[config.mk]
export PLATFORM = sky130hd
export DESIGN_NAME = ple_rd_group
export DESIGN_NICKNAME = d
export VERILOG_FILES = /design/src/sv/ple_pkg.sv /design/src/sv/ple_rd_group.sv
export SDC_FILE = /design/constraint.sdc
export NUM_CORES = 1
export LEC_CHECK = 0
export ABC_CLOCK_PERIOD_IN_PS = 4200
export BUFFER_PORTS_ARGS = -buffer_cell sky130_fd_sc_hd__buf_4
export CAP_MARGIN = 20
export CORE_AREA = 8 8 108 110
export DETAILED_ROUTE_END_ITERATION = 7
export DIE_AREA = 0 0 116 118
export HOLD_SLACK_MARGIN = 0.05
export PLACE_DENSITY = 0.7
export SYNTH_ARGS = -nofsm -noshare
export SYNTH_HDL_FRONTEND = slang
export SYNTH_SLANG_ARGS = --single-unit
[constraint.sdc]
create_clock -name clk -period 4.2 [get_ports clk]
set_clock_uncertainty 0.1 [all_clocks]
set_input_delay 0.84 -clock clk [delete_from_list [all_inputs] [get_ports clk]]
set_output_delay 0.84 -clock clk [all_outputs]
set_load 0.01 [all_outputs]
[src/sv/ple_pkg.sv]
// ----------------------------------------------------------------------------
// ple_pkg
// Shared constants, codes and transfer types of the positional list engine.
// ----------------------------------------------------------------------------
package ple_pkg;

  localparam int CAPACITY   = 64;
  localparam int DATA_WIDTH = 32;

  localparam int OPCODE_W   = 2;
  localparam int POSITION_W = 7;
  localparam int WORD_W     = 32;
  localparam int STATUS_W   = 2;
  localparam int COUNT_W    = 7;

  localparam int IDX_W = $clog2(CAPACITY);
  localparam int CNT_W = $clog2(CAPACITY + 1);
  localparam int CMP_W = (POSITION_W > CNT_W) ? POSITION_W : CNT_W;

  localparam int GROUP_SIZE = 8;
  localparam int GRP_W      = $clog2(GROUP_SIZE);
  localparam int N_GROUPS   = (CAPACITY + GROUP_SIZE - 1) / GROUP_SIZE;
  localparam int NG_W       = (N_GROUPS > 1) ? $clog2(N_GROUPS) : 1;

  typedef enum logic [OPCODE_W-1:0] {
    OP_GET    = 2'd0,
    OP_INSERT = 2'd1,
    OP_REMOVE = 2'd2
  } opcode_t;

  typedef enum logic [STATUS_W-1:0] {
    ST_OK    = 2'd0,
    ST_RANGE = 2'd1,
    ST_FULL  = 2'd2
  } status_t;

  typedef struct packed {
    opcode_t                 opcode;
    logic [POSITION_W-1:0]   position;
    logic [WORD_W-1:0]       data_in;
  } in_item_t;

  typedef struct packed {
    logic [WORD_W-1:0]       data_out;
    status_t                 status;
    logic [COUNT_W-1:0]      count;
  } out_item_t;

  typedef struct packed {
    logic                    ins;
    logic                    rem;
    logic [IDX_W-1:0]        pos;
    logic [DATA_WIDTH-1:0]   data;
  } shift_ctl_t;

endpackage

[src/sv/ple_rd_group.sv]
// ----------------------------------------------------------------------------
// ple_rd_group
// First level of the read select: picks one word of a group of cells and
// registers it.
// ----------------------------------------------------------------------------
module ple_rd_group (
  input  logic                           clk,
  input  logic                           en,
  input  logic [ple_pkg::GRP_W-1:0]      sel,
  input  logic [ple_pkg::DATA_WIDTH-1:0] words [ple_pkg::GROUP_SIZE],
  output logic [ple_pkg::DATA_WIDTH-1:0] word_r
);
  import ple_pkg::*;

  logic [DATA_WIDTH-1:0] word_nxt;

  always_comb begin
    word_nxt = en ? words[sel] : word_r;
  end

  always_ff @(posedge clk) begin
    word_r <= word_nxt;
  end

endmodule

# Yosys cells after proc, flatten, opt, wreduce, memory -nomap -nowiden
# Cells that the tools add are included.
[totals]
register_bits = 32
latchBits = 0
ram_bits = 0
mem_bits_ro = 0
in_bits = 261
output_inout_bits = 32
n_memories = 0
[op_classes]
add_sub_neg = 0
multipliers = 0
div = 0
order_cmp = 1
eq_ne = 0
shifts = 0
n_mux = 3
bitwise_logic = 1
reduce_logical = 0
[op_table]
columns = ["operator", "count"]
rows = [
  ["$bmux W32 S3", 1],
  ["$mux W32", 2],
  ["$ge A4 B4 Y1 const B", 1],
  ["$not A3 Y4", 1],
]

# Logic depth before layout (Yosys ltp)
# Gate-level depths: netlist of the first run.
[logic_depth]
depth_word = 4
ltp_mapped = 4
depth_no_buf = 2

# Least setup slack after synthesis of the first run
# OpenSTA, ideal clock, no wires.
[synth_timing]
kind = "input-to-reg"
from = "input port sel[0] (netlist name)"
to = "register word_r[11] (netlist name) (data pin)"
arrival_time_ns = 1.924
t_required_ns = 3.840
slack_ns = 1.916
stages = 4
n_path_buf = 2
cell_sequence = "buf_6 > buf_6 > mux4_1 > mux2_2"
[synth_between]
elab_chain_cells = 4
[synth_rtl]
columns = ["element", "line", "text"]
rows = [
  ["start: declaration", "ple_rd_group.sv:9", "input logic [ple_pkg::GRP_W-1:0] sel,"],
  ["$not A3 Y4 (implied by the code)", "ple_rd_group.sv:18", "word_nxt = en ? words[sel] : word_r;"],
  ["$bmux W32 S3", "ple_rd_group.sv:18", ""],
  ["$mux W32 (implied by the code) (2 in series)", "ple_rd_group.sv:18", ""],
  ["end signal: assignment", "ple_rd_group.sv:22", "word_r <= word_nxt;"],
  ["end: declaration", "ple_rd_group.sv:11", "output logic [ple_pkg::DATA_WIDTH-1:0] word_r"],
]
# Every way passes these cells. The select of a mux whose other input is x is not followed.
# A chain may end at the register's enable or synchronous reset.

# Worst setup path in the final report of the first run
[layout_timing]
from = "input port sel[0] (netlist name)"
to = "register word_r[4] (netlist name) (data pin)"
# Same word-level chain as after synthesis.

==> results of run 1 <==
cells in the final DEF (no fill, tap or decap):
cell,count
clkbuf_8,5
clkbuf_1,2
mux4_1,40
edfxtp_1,32
buf_4,292
mux4_2,24
buf_12,1
mux2_2,32
clkinv_1,1
synth_stat cells:
master / count / area share
buf_1: 8 / 0.0099
buf_2: 1 / 0.0016
clkbuf_1: 2 / 0.0025
mux4_1: 40 / 0.35
mux2_2: 32 / 0.12
buf_6: 7 / 0.026
mux4_2: 24 / 0.18
edfxtp_1: 32 / 0.32
per-stage QoR:
| step | setup slack (ns) | utilization | total power, mW | instances |
|---|---|---|---|---|
| 2_1_floorplan | 1.916 | - | 0.6087 | 146 |
| 3_3_place_gp | 1.351 | 0.5295 | 0.8675 | 557 |
| 3_5_place_dp | 1.304 | 0.5295 | 0.8772 | 557 |
| 4_1_cts | 1.615 | 0.5375 | 1.118 | 565 |
| 5_1_grt | 1.550 | 0.5375 | 1.158 | 565 |
| 6_report | 1.646 | 0.5375 | 1.100 | 565 |
layer usage:
layer / up-vias / part of all wire
li1: 1281 / -
met1: 1419 / 0.34
met2: 168 / 0.54
met3: 10 / 0.10
met4: 0 / 0.013
met5: - / 0
where the power goes:
part	internal, mW	switching (mW)
combinational	0.317	0.137
clock	0.116	0.121
sequential	0.399	0.0106
area by class of cell:
cell class                 instances  area (um^2)  share of cell area
sequential                        32        960.9              0.1788
tap                              136        170.2             0.03166
clock inverter                     1        3.754           0.0006983
clock buffer                       7        76.32             0.01420
multi-input combinational         96         1952              0.3631
timing repair buffer             293         2212              0.4115
kinds of logic after synthesis:
family / synth area share
muxes: 0.6433
DFF: 0.3167
buffers and inverters: 0.04000
final timing paths:
path	slack, ns	to	depth (start not counted)	startpoint
max	1.65	word_r[4]	4	sel[0]
min	0.94	word_r[14]	1	en
==> impl_metrics.csv, run 1 <==
group,metric,value,unit
yosys,synth_fp_nets,407,
finish,layout.nets,689,
placement,io_buffer_count,292,
finish,syn2layout_area_growth,77.15,%
power_and_ir_drop,ir_drop,0.09538,mV
critical_path,path_class,"input pin to register",
clock_network,cts_buffers,5,
finish,layout-drive-gt1-share,0.8252,
finish,largest_reg_flops,32,
power_and_ir_drop,leakage,2.464,nW
drt,num_vias,2878,
critical_path,critPathLaunchType,"input pin",
clock_network,cts_setup_buffers,0,
yosys,ys_ff_latch,32,
global_route,gr-total-overflow,0,
critical_path,cp_data_required_time,4.14,ns
drt,wl,12930,um
drt,drcViolationCount,0,
sta,fmax,0.3916,GHz
sta,timing.setup.tns,0,ns
critical_path,end_kind,"register",
floorplanning,rows,37,
clock_network,h-tree-depth,2,
placement,place_area,5295,um^2
critical_path,arrival,2.49,ns
sta,hold_violations,0,
sta,slew_headroom,0.4699,
clock_network,clockRootBuffer,"clkbuf_8",
clock_network,clockBufferDepth,2,
floorplanning,design.core.area,10000,um^2
critical_path,crit_path_max_incr_delay,0.59,ns
drt,vias_per_cell,5.094,
critical_path,path_cells,"buf_4 > buf_12 > mux4_1 > mux2_2",
drt,wl_per_cell,22.89,um
critical_path,cp_num_buf_inv,2,
yosys,syn_inst,146,
yosys,yosys_warnings,0,
yosys,seq_area_frac_synth,0.3167,
global_route,top_usage_layer,"met2",
min_path,hold_path.class,"input pin to register",
finish,regMostFlops,"word_r",
yosys,yosys.cell_types.count,8,
drt,drtPass1Iterations,4,
global_route,grt_usage,0.1816,
status,status,"finished clean",
global_route,grt_max_degree,65,
sta,rsz0062_at_grt,"no",
drt,drt_iter0_drc,112,
clock_network,cts_resized,0,
floorplanning,die_h,118,um
critical_path,slowest_stage,"mux4_1",
floorplanning,die_x,116,um
global_route,met2_usage,0.3359,
clock_network,cts_sinks,32,
sta,tightest_slew,0.7951,ns
critical_path,cp_max_fo,34,
sta,report.final.slew_viol_count,0,
sta,holdWs,0.9434,ns
finish,design_area,5375,um^2
sta,finalSetupViolations,0,
drt,final_antenna_net_count,0,
sta,final.period_utilization,0.6081,
finish,top_regs,"word_r: 32 flops",
yosys,avgSynthCellArea,20.78,um^2
run,cap_violations,0,
placement,gp_congestion,0.8233,
global_route,grt_pass1_wl,18590,um
floorplanning,pin_count,293,
clock_network,cts.clk_slew.worst_paths,0.07,ns
global_route,antenna_found_initial,0,
global_route,grtUsageMet1,0.1805,
floorplanning,start_util,0.3034,
clock_network,cts_hold_buf,0,
yosys,netlist_area,3034,um^2
sta,fin_crit,2.554,ns
floorplanning,design.die.area,13690,um^2
global_route,grt_pass1_vias,3313,
power_and_ir_drop,power_density,204.7,nW/um^2
critical_path,crit_family,"multiplexers",
global_route,met3_usage,0.06978,
finish,diodes,0,
clock_network,tritoncts,"done",
finish,fillCellCount,888,
Power figures use the tool's default switching activity.
==> run 2: changes to the inputs <==
- ABC_CLOCK_PERIOD_IN_PS: 4200 -> 2100
- CORE_AREA: 8 8 108 110 -> 8 8 107 109
- DIE_AREA: 0 0 116 118 -> 0 0 115 117
- PLACE_DENSITY: 0.7 -> 0.74
- clock period: 4.2 -> 2.1 ns (I/O delays scaled with it)
==> impl_metrics.csv, run 2 (same netlist as run 1, synthesis figures left out) <==
group,metric,value,unit
power_and_ir_drop,power_density,405.2,nW/um^2
min_path,hold_path_depth,1,
critical_path,slowest_stage,"mux4_1",
finish,fin_cells,567,
clock_network,tritoncts,"done",
sta,timing.setup.tns,0,ns
sta,tightest_slew,0.4765,ns
placement,placed_cells,559,
clock_network,cts_setup_buffers,0,
critical_path,crit_family,"multiplexers",
sta,fin_crit,1.737,ns
drt,wl,12590,um
floorplanning,die_x,115,um
sta,report.final.slew_viol_count,0,
placement,place_hpwl,10650,um
clock_network,clockBufferDepth,2,
power_and_ir_drop,ir_drop,0.2314,mV
global_route,gr-total-overflow,0,
finish,diodes,0,
critical_path,path_cells,"buf_4 > buf_12 > mux4_1 > mux2_2",
finish,top_regs,"word_r: 32 flops",
floorplanning,design.die.area,13460,um^2
sta,final.period_utilization,0.8273,
status,status,"finished clean",
placement,io_buffer_count,292,
clock_network,cts_hold_buf,0,
sta,finalSetupViolations,0,
floorplanning,rows,37,
run,cap_violations,0,
floorplanning,die_h,117,um
min_path,hold_path.class,"input pin to register",
drt,wl_per_cell,22.20,um
drt,vias_per_cell,5.056,
drt,drt_iter0_drc,132,
critical_path,end_kind,"register",
finish,layout-drive-gt1-share,0.8260,
global_route,grt_pass1_wl,18170,um
critical_path,cp_max_fo,31,
critical_path,cp_data_required_time,2.03,ns
placement,gp_congestion,0.8001,
finish,largest_reg_flops,32,
clock_network,cts_resized,0,
finish,final_cell_mix,"buf_4, mux4_1, mux2_2, edfxtp_1, mux4_2",
floorplanning,start_util,0.3063,
clock_network,h-tree-depth,2,
drt,num_vias,2867,
finish,layout_commonest_cell,"buf_4",
drt,drtPass1Iterations,4,
critical_path,path_class,"input pin to register",
global_route,grt_pass1_vias,3360,
power_and_ir_drop,leakage,2.483,nW
critical_path,crit_path_max_incr_delay,0.60,ns
global_route,antenna_found_initial,0,
min_path,holdPathEnd,"word_r[8]",
drt,final_antenna_net_count,0,
critical_path,critPathLaunchType,"input pin",
clock_network,cts_buffers,5,
global_route,grt_usage,0.1792,
sta,rsz0062_at_grt,"no",
critical_path,worst-path-stages,4,
critical_path,cp_num_buf_inv,2,
sta,hold_violations,0,
global_route,grt_max_degree,65,
clock_network,clockRootBuffer,"clkbuf_8",
clock_network,cts_sinks,32,
min_path,min-delay-start,"en",
clock_network,cts.clk_slew.worst_paths,0.07,ns
critical_path,arrival,1.67,ns
sta,fmax,0.5756,GHz
floorplanning,pin_count,293,
sta,slew_headroom,0.6823,
finish,layout.nets,691,
drt,drcViolationCount,0,
floorplanning,design.core.area,9907,um^2
finish,syn2layout_area_growth,78.47,%
finish,regMostFlops,"word_r",
[run 2: cell count changes in the layout (fill, tap and decap cells not counted)]
cell | previous run | this run
buf_12 | 1 | 3
[run 2: metrics by stage]
step	setup WS (ns)	instance area (um^2)	power (mW)	hold WS (ns)	utilization
floorplan	0.2365	3034	1.217	0.4325	-
global placement	0.09606	5335	1.738	0.7318	0.5385
detailed placement	0.04576	5335	1.763	0.7327	0.5385
CTS	0.3525	5415	2.237	0.5182	0.5466
global route	0.3318	5415	2.315	0.5296	0.5466
finish	0.3626	5415	2.194	0.5249	0.5466
[run 2: how the worst max path moves through the flow]
stage	start	to	slack, ns
floorplan	sel[0]	word_r[11]	0.24
global placement	sel[0]	word_r[18]	0.1
detailed placement	sel[0]	word_r[13]	0.05
CTS	sel[0]	word_r[13]	0.35
global route	sel[0]	word_r[18]	0.33
finish	sel[0]	word_r[13]	0.36
[run 2: final cells by class]
class / instances / area, um^2
Clock buffer: 7 / 76.32
Clock inverter: 1 / 3.754
Fill cell: 868 / 4492
Multi-Input combinational cell: 96 / 1952
Sequential cell: 32 / 960.9
Tap cell: 136 / 170.2
Timing Repair Buffer: 295 / 2252
[run 2: report_power, final]
part	internal [mW]	switching, mW	leakage, nW	total (mW)
logic	0.642	0.272	2.13	0.914
registers	0.799	0.0215	0.313	0.821
clock network	0.231	0.229	0.0399	0.460
total	1.67	0.522	2.48	2.19
[run 2: metal layers]
| metal | global-route usage | share of wire |
|---|---|---|
| met4 | 0.05429 | 0.025 |
| met1 | 0.1750 | 0.32 |
| met2 | 0.3367 | 0.55 |
| met5 | 0 | 0 |
| met3 | 0.07542 | 0.11 |
