## src/sv/ple_pkg.sv

```systemverilog
// ----------------------------------------------------------------------------
// ple_pkg
// Shared constants, codes and transfer types of the positional list engine.
// ----------------------------------------------------------------------------
package ple_pkg;

  localparam int CAPACITY   = 64;
  localparam int DATA_WIDTH = 32;

  localparam int OPCODE_W   = 2;
  localparam int POSITION_W = 7;
  localparam int WORD_W     = 32;
  localparam int STATUS_W   = 2;
  localparam int COUNT_W    = 7;

  localparam int IDX_W = $clog2(CAPACITY);
  localparam int CNT_W = $clog2(CAPACITY + 1);
  localparam int CMP_W = (POSITION_W > CNT_W) ? POSITION_W : CNT_W;

  localparam int GROUP_SIZE = 8;
  localparam int GRP_W      = $clog2(GROUP_SIZE);
  localparam int N_GROUPS   = (CAPACITY + GROUP_SIZE - 1) / GROUP_SIZE;
  localparam int NG_W       = (N_GROUPS > 1) ? $clog2(N_GROUPS) : 1;

  typedef enum logic [OPCODE_W-1:0] {
    OP_GET    = 2'd0,
    OP_INSERT = 2'd1,
    OP_REMOVE = 2'd2
  } opcode_t;

  typedef enum logic [STATUS_W-1:0] {
    ST_OK    = 2'd0,
    ST_RANGE = 2'd1,
    ST_FULL  = 2'd2
  } status_t;

  typedef struct packed {
    opcode_t                 opcode;
    logic [POSITION_W-1:0]   position;
    logic [WORD_W-1:0]       data_in;
  } in_item_t;

  typedef struct packed {
    logic [WORD_W-1:0]       data_out;
    status_t                 status;
    logic [COUNT_W-1:0]      count;
  } out_item_t;

  typedef struct packed {
    logic                    ins;
    logic                    rem;
    logic [IDX_W-1:0]        pos;
    logic [DATA_WIDTH-1:0]   data;
  } shift_ctl_t;

endpackage

```

## src/sv/ple_cell.sv

```systemverilog
// ----------------------------------------------------------------------------
// ple_cell
// One list entry. Takes its left neighbor on an insert below it, the new word
// on an insert at its place, and its right neighbor on a remove at or below it.
// ----------------------------------------------------------------------------
module ple_cell (
  input  logic                          clk,
  input  ple_pkg::shift_ctl_t           ctl,
  input  logic [ple_pkg::IDX_W-1:0]     my_idx,
  input  logic [ple_pkg::DATA_WIDTH-1:0] left_word,
  input  logic [ple_pkg::DATA_WIDTH-1:0] right_word,
  output logic [ple_pkg::DATA_WIDTH-1:0] word
);
  import ple_pkg::*;

  logic [DATA_WIDTH-1:0] word_r;
  logic [DATA_WIDTH-1:0] word_nxt;

  always_comb begin
    word_nxt = word_r;
    if (ctl.ins) begin
      if (my_idx > ctl.pos) begin
        word_nxt = left_word;
      end else if (my_idx == ctl.pos) begin
        word_nxt = ctl.data;
      end
    end else if (ctl.rem && (my_idx >= ctl.pos)) begin
      word_nxt = right_word;
    end
  end

  always_ff @(posedge clk) begin
    word_r <= word_nxt;
  end

  assign word = word_r;

endmodule

```

## config.mk

```make
export PLATFORM = sky130hd
export DESIGN_NAME = ple_cell
export DESIGN_NICKNAME = d
export VERILOG_FILES = /design/src/sv/ple_pkg.sv /design/src/sv/ple_cell.sv
export SDC_FILE = /design/constraint.sdc
export NUM_CORES = 1
export LEC_CHECK = 0
export BUFFER_PORTS_ARGS = -buffer_cell sky130_fd_sc_hd__buf_2
export CAP_MARGIN = 20
export CORE_ASPECT_RATIO = 1.2
export CORE_MARGIN = 8
export CORE_UTILIZATION = 28
export CTS_BUF_LIST = sky130_fd_sc_hd__clkbuf_8
export DETAILED_ROUTE_END_ITERATION = 10
export GPL_ROUTABILITY_DRIVEN = 0
export PLACE_DENSITY = 0.73
export SLEW_MARGIN = 20
export SYNTH_ARGS = -nofsm -noshare
export SYNTH_HDL_FRONTEND = slang
export SYNTH_SLANG_ARGS = --single-unit
```

## constraint.sdc

```tcl
create_clock -name clk -period 2.25 [get_ports clk]
set_clock_uncertainty 0.05 [all_clocks]
set_input_delay 0.225 -clock clk [delete_from_list [all_inputs] [get_ports clk]]
set_output_delay 0.225 -clock clk [all_outputs]
set_load 0.02 [all_outputs]
```

======== Word-level counts from Yosys, hierarchy flattened ========
Cells that the tools add are included.
operators by class
  $lt $le $gt $ge ......................... 2
  equality and inequality tests ........... 2
  mux-type cells .......................... 4
  reduce and logical (&&, ||, !) cells .... 3
operators with widths
  cell                number
  $mux 32             4
  $eq 6x6->1          1
  $ge 6x6->1          1
  $gt 6x6->1          1
  $ne 3x1->1 const B  1
  $reduce_and 2->1    1
  $reduce_bool 2->1   1
  $logic_and 1x1->1   1
storage, ports and cells
  flip-flop bits (word level) ............. 32
  bits of input ports ..................... 111
  output and inout port bits .............. 32
  logic and storage cells ................. 12

======== Longest topological paths before layout ========
Gate-level depths: netlist of run 1.
  depth in word-level cells ............... 4
  depth in mapped cells ................... 7
  mapped depth without buffers ............ 6

======== Worst setup path before layout of run 1 ========
No wires, ideal clock.
  path kind ............................... input -> register
  start point ............................. input port ctl[37] (netlist name)
  end point ............................... register word_r[0] (netlist: word[0]), enable pin
  library setup time ...................... 0.391 ns
  arrival ................................. 1.718 ns
  required time ........................... 1.809 ns
  setup slack ............................. 0.091 ns
  cell stages on the path ................. 6
  path buffers ............................ 0
  path through ............................ inv_1 -> ha_1 -> nand2_1 -> o21a_1 -> o21ai_0 -> o21a_1
on the way
  word-level cells in the longest chain between the ends .. 4
  elaborated cells on any way between the ends .. 7
  classes of those cells .................. order compare: 2; eq/ne: 2; reduce/logical: 3
ends and longest elaborated chain
  item                          RTL line        RTL
  start: declaration            ple_cell.sv:8   input ple_pkg::shift_ctl_t ctl,
  $ge 6x6->1                    ple_cell.sv:27  end else if (ctl.rem && (my_idx >= ctl.pos)) begin
  $logic_and 1x1->1             ple_cell.sv:27
  $reduce_bool 2->1 (no line)   -
  $reduce_and 2->1 (no line) *  -
  end signal: assignment        ple_cell.sv:33  word_r <= word_nxt;
  end: declaration              ple_cell.sv:16  logic [DATA_WIDTH-1:0] word_r;
Every way passes the cells marked *; elsewhere a longest branch is shown, timed or not.
A chain may end at the register's enable or synchronous reset.

======== Worst setup path after layout of run 1 ========
  start point ............................. input port ctl[37] (netlist name)
  end point ............................... register word_r[31] (netlist: word[31]) (data pin)
on the way
  word-level cells in the longest chain between the ends .. 3
ends and longest elaborated chain
  item              RTL line        RTL
  $gt 6x6->1        ple_cell.sv:22  if (my_idx > ctl.pos) begin
  $mux 32           ple_cell.sv:22
  $mux 32           ple_cell.sv:21  if (ctl.ins) begin
  via word_nxt[31]  ple_cell.sv:17  logic [DATA_WIDTH-1:0] word_nxt;
The timed path passes the listed nets, and every way through them passes these cells.

==> run metrics, run 1 <==
run status complete, no violations; Die Span Y 105 um; placed cell count 365; Async SR Flop Fraction 0%; DRT Wirelength 6.01 mm; Post-Layout Cell Count 373; DRC 0; vias after detailed routing 1,705; Mapped Area 0.00185 sq mm; Post CTS Setup Buffer Count 0; GRT Total Usage 12.6%; Area contributors post-synth edfxtp_1 52%, o221a_1 18%, or2_2 11%; post-synthesis sequential area ratio 52.1%; Peak VDD IR 0.286 mV; CTS root buf clkbuf_8; post-route setup slack 0.393 ns; drt wl/cell 16.1 um; vias in the first global route 2,006; Hold Slack 0.230 ns; CP peak stage delay 0.49 ns; Final Max Slew Viols 0; # setup viols final 0; Layout Utilization 42.6%; nets@finish 404; Mapped Avg Cell Area 13.0 sq um; Cell Rows 32; Die Width 90.1 um; Worst Setup Start Kind input port; Max Cap Viol 0; number of port buffers 142; area leader, netlist edfxtp_1; global-route wire length before repair 9.86 mm; Max H-tree Level 2; Initial Utilization 28.8%; critical path class in -> reg; Vias/cell 4.57; prevailing post-synth register cell edfxtp_1; top-count cell post-synth edfxtp_1; Unique masters post-synth 25; Pre-antenna DRT Iters 4; Period Utilization, post-route 82.5%; I/O Pins 143; largest fanout on the critical path 31; Max Root-Sink Buffers 2; layout cells sized above 1 66.0%; Num CTS Buffers 5; arrival time at the worst endpoint 1.84 ns; grt total ovfl 0; crit path max-delay cell type a211o_4; Least-Margin Pin Slew 0.339 ns; n_diodes 0; max reg flops 32; DP HPWL 5.06 mm; Lkg Pwr 1.24 nW; top cell type's share of synthesized area 52.1%; FMAX 539 MHz; CTS Hold Buffers Added 0; CTS tree done; Yosys warnings 0; Antenna Violating Nets Remaining 0; Tmin final 1.86 ns; Slew HR 77.1%; Core Area 0.00641 sq mm; setup_tns 0 ns; DIE AREA 0.00946 sq mm; Clock transition at path regs 0.07 ns; Area Overhead vs Synth 47.9%; Power Dens Cells 644 mW/mm^2; hold-critical path depth 2; antenna violations before repair 0; synth cell count leaders 32 x edfxtp_1, 31 x or2_2, 30 x o221a_1; post_cts resized 0; Synth Register Bits 32; CTS sink cnt 32; worst min path class in -> reg; Post-synth EDFFs 32; Req. time, crit path 2.24 ns; cell count after synthesis 142; CP endpoint kind flip-flop; final hold vios 0; Post-Place Setup Slack 0.0754 ns; Net Count, Synth 259; pin count of the biggest net entering global routing 36; CP cell instances buf_2 > inv_1 > ha_1 > nand4_2 > o21bai_4 > a211o_4 > o221a_2; Initial DRC Count 58; RSZ-0062 raised after global routing no
## worst paths after layout
| kind | end | slack, ns | start |
|---|---|---|---|
| setup / recovery | word[31]$_DFFE_PP_ | 0.39 | ctl[37] |
| hold / removal | word[18]$_DFFE_PP_ | 0.23 | ctl[18] |
## report_power, final
part | leakage, nW | total, mW | switching (mW) | internal, mW
combinational | 0.889 | 0.544 | 0.307 | 0.237
sequential | 0.309 | 0.800 | 0.0214 | 0.778
clock | 0.0453 | 0.413 | 0.203 | 0.210
## critical path, delay by kind of cell
kind                     cells  cell delay (ns)
buffers and inverters        2             0.11
adder cells (fa/ha/maj)      1             0.32
AND/OR/NAND/NOR              1             0.16
AO/OA/AOI/OAI                3             1.03
## layer usage
layer	vias up	track usage (%)	part of all wire (%)
met2	66	23.6	55
met4	0	4.89	2.0
li1	855	-	-
met1	775	13.1	38
met3	9	3.22	5.5
met5	-	0	0
## cell type report
class / instances / area, sq um
tap: 85 / 106
clock buffer: 5 / 68.8
fill: 622 / 3680
inverter: 9 / 33.8
multi-input combinational: 92 / 797
sequential: 32 / 961
timing repair buffer: 147 / 748
clock inverter: 3 / 13.8
## per-stage QoR
stage	area, sq um	power [mW]
after floorplan	1850	1.14
final	2730	1.76
after global placement	2650	1.35
after global routing	2730	1.85
after CTS	2730	1.79
after detailed placement	2650	1.37
## cells by family after synthesis
family / Yosys count / share of synthesized area (%)
AO/OA/AOI/OAI: 44 / 24.6
AND/OR/NAND/NOR: 42 / 14.2
adder cells (fa/ha/maj): 6 / 4.07
flip-flops: 32 / 52.1
buffers and inverters: 18 / 5.08
## cells in the final DEF (no fill, tap or decap), drive strengths merged, types with 2 or more instances in the layout
| cell type | synthesis | final |
|---|---|---|
| a21oi | 5 | 5 |
| buf | 6 | 147 |
| clkbuf | 3 | 5 |
| clkinv | 0 | 3 |
| edfxtp | 32 | 32 |
| ha | 6 | 6 |
| inv | 9 | 9 |
| nand2 | 2 | 2 |
| nand2b | 2 | 2 |
| nor3 | 2 | 2 |
| o21a | 2 | 2 |
| o221a | 31 | 31 |
| or2 | 31 | 31 |
(Power assumes the default switching activity.)
==> inputs of run 2 (changes only) <==
PLACE_DENSITY = 0.71   (was 0.73)
clock period = 1.8 ns   (was 2.25 ns; I/O delays follow)
==> run 2 against run 1 <==
Against the previous run:
- routed wire length increased by 3.4%
- flip-flop and latch count unchanged
- critical path type unchanged
- first-iteration DRC count increased by 10%
- critical endpoint is now word[23]$_DFFE_PP_
- worst setup slack got worse by 0.30 ns
- hold slack got worse by 0.042 ns
- final cell count increased by 1.6%
- non-clock buffer count increased by 7
==> run metrics, run 2 (same netlist as run 1, synthesis figures left out) <==
run status complete, no violations; CP cell instances buf_2 > inv_1 > ha_1 > nor2b_2 > o21bai_4 > a211o_4 > o221a_1; DP HPWL 5.37 mm (+6.1%); commonest cells after routing, fill and taps aside 142 x buf_2, 32 x edfxtp_1, 31 x or2_2; grt total ovfl 0 (unchanged); Max Cap Viol 0 (unchanged); layout cells sized above 1 69.0% (+3.1 points); placed cell count 372 (+1.9%); register area 961 sq um (unchanged); Power, Total 2.23 mW (+27%); Fillers 650 (+4.5%); DIE AREA 0.00946 sq mm (unchanged); DRC 0 (unchanged); Max Root-Sink Buffers 2 (unchanged); Die Width 90.1 um (unchanged); number of port buffers 142 (unchanged); Final Max Slew Viols 0 (unchanged); RSZ-0062 raised after global routing no; antenna violations before repair 2 (+2); Least-Margin Pin Slew 0.359 ns (+0.0206 ns); Post CTS Setup Buffer Count 0 (unchanged); max reg flops 32 (unchanged); vias in the first global route 2,050 (+2.2%); n_diodes 0 (unchanged); Vias/cell 4.65 (+1.8%); vias after detailed routing 1,763 (+3.4%); Post-Place Setup Slack -0.195 ns (-0.270 ns); Power Dens Cells 779 mW/mm^2 (+21%); GRT Total Usage 12.9% (+0.25 points); Pre-antenna DRT Iters 4 (unchanged); Period Utilization, post-route 94.7%; pin count of the biggest net entering global routing 32 (-11%); placed cell areas 0.00279 sq mm (+5.3%); # setup viols final 0 (unchanged); Initial Utilization 28.8% (unchanged); Area Overhead vs Synth 55.2%; Num CTS Buffers 5 (unchanged); worst min path class in -> reg; DR WL met2 3.37 mm (+2.8%); arrival time at the worst endpoint 1.67 ns (-0.17 ns); Hold Slack 0.188 ns (-0.0418 ns); critical path class in -> reg; nets@finish 411 (+1.7%); Initial DRC Count 64 (+10%); drt wl/cell 16.4 um (+1.7%); FMAX 587 MHz; CTS Hold Buffers Added 0 (unchanged); Tmin final 1.70 ns; DRT Wirelength 6.22 mm (+3.4%); setup_tns 0 ns (unchanged); Worst Setup Start Kind input port; Clock transition at path regs 0.06 ns (about the same); Die Span Y 105 um (unchanged); Antenna Violating Nets Remaining 0 (unchanged); fin area 0.00286 sq mm (+5.0%); CP peak stage delay 0.46 ns (-0.03 ns); Post-Layout Cell Count 379 (+1.6%); post-route setup slack 0.0954 ns (-0.298 ns); Top Layer Used met5; most common cell after layout, fill and taps aside buf_2; area of the multi-input gates 860 sq um (+7.8%); Layout Utilization 44.7% (+2.1 points); post_cts resized 0 (unchanged); Cell Rows 32 (unchanged); Max H-tree Level 2 (unchanged); Req. time, crit path 1.77 ns (-0.47 ns); CTS root buf clkbuf_8; global-route wire length before repair 9.83 mm (-0.35%); CTS tree done; crit path max-delay cell type a211o_4; largest fanout on the critical path 31 (unchanged); met3 wire len 435 um (+33%); I/O Pins 143 (unchanged); wire length on met1 2.32 mm (+1.5%); Peak VDD IR 0.311 mV (+8.9%); Slew HR 75.7% (-1.4 points); final hold vios 0 (unchanged); Lkg Pwr 1.28 nW (+3.1%); CTS sink cnt 32 (unchanged); CP endpoint kind flip-flop; Core Area 0.00641 sq mm (unchanged)
run 2: cell types whose count changed in the layout (fill, tap and decap cells not counted), moves of 2 or more:
cell	before	now
buf_12	0	2
buf_4	5	10
ha_1	6	2
ha_4	0	4
run 2: worst paths after layout:
| path | from | to | slack, ns | depth (start not counted) |
|---|---|---|---|---|
| max | ctl[33] | word[23]$_DFFE_PP_ | 0.1 | 7 |
| min | ctl[18] | word[18]$_DFFE_PP_ | 0.19 | 2 |
run 2: critical path: cells and delay by family:
| kind | cells | cell delay, ns |
|---|---|---|
| AOI/OAI and AO/OA | 3 | 0.83 |
| adders and majority gates | 1 | 0.33 |
| and+or+nand+nor | 1 | 0.20 |
| buffers and inverters | 2 | 0.10 |
run 2: routing by layer:
| layer | vias to the layer above | GRT usage, % |
|---|---|---|
| met1 | 816 | 12.6 |
| met4 | 4 | 4.29 |
| met3 | 8 | 4.94 |
| met2 | 67 | 24.1 |
| li1 | 868 | - |
| met5 | - | 0 |
run 2: report_power, final:
group / switching [mW] / total, mW / internal (mW)
clock network: 0.239 / 0.496 / 0.257
registers: 0.0284 / 1.00 / 0.973
logic: 0.396 / 0.733 / 0.337
total: 0.664 / 2.23 / 1.57
run 2: final cells by class:
type	count	area share (%)
Clock buffer	5	2.40
Clock inverter	2	0.306
Timing Repair Buffer	154	28.8
Sequential cell	32	33.6
Multi-Input combinational cell	92	30.0
Tap cell	85	3.71
Inverter	9	1.18
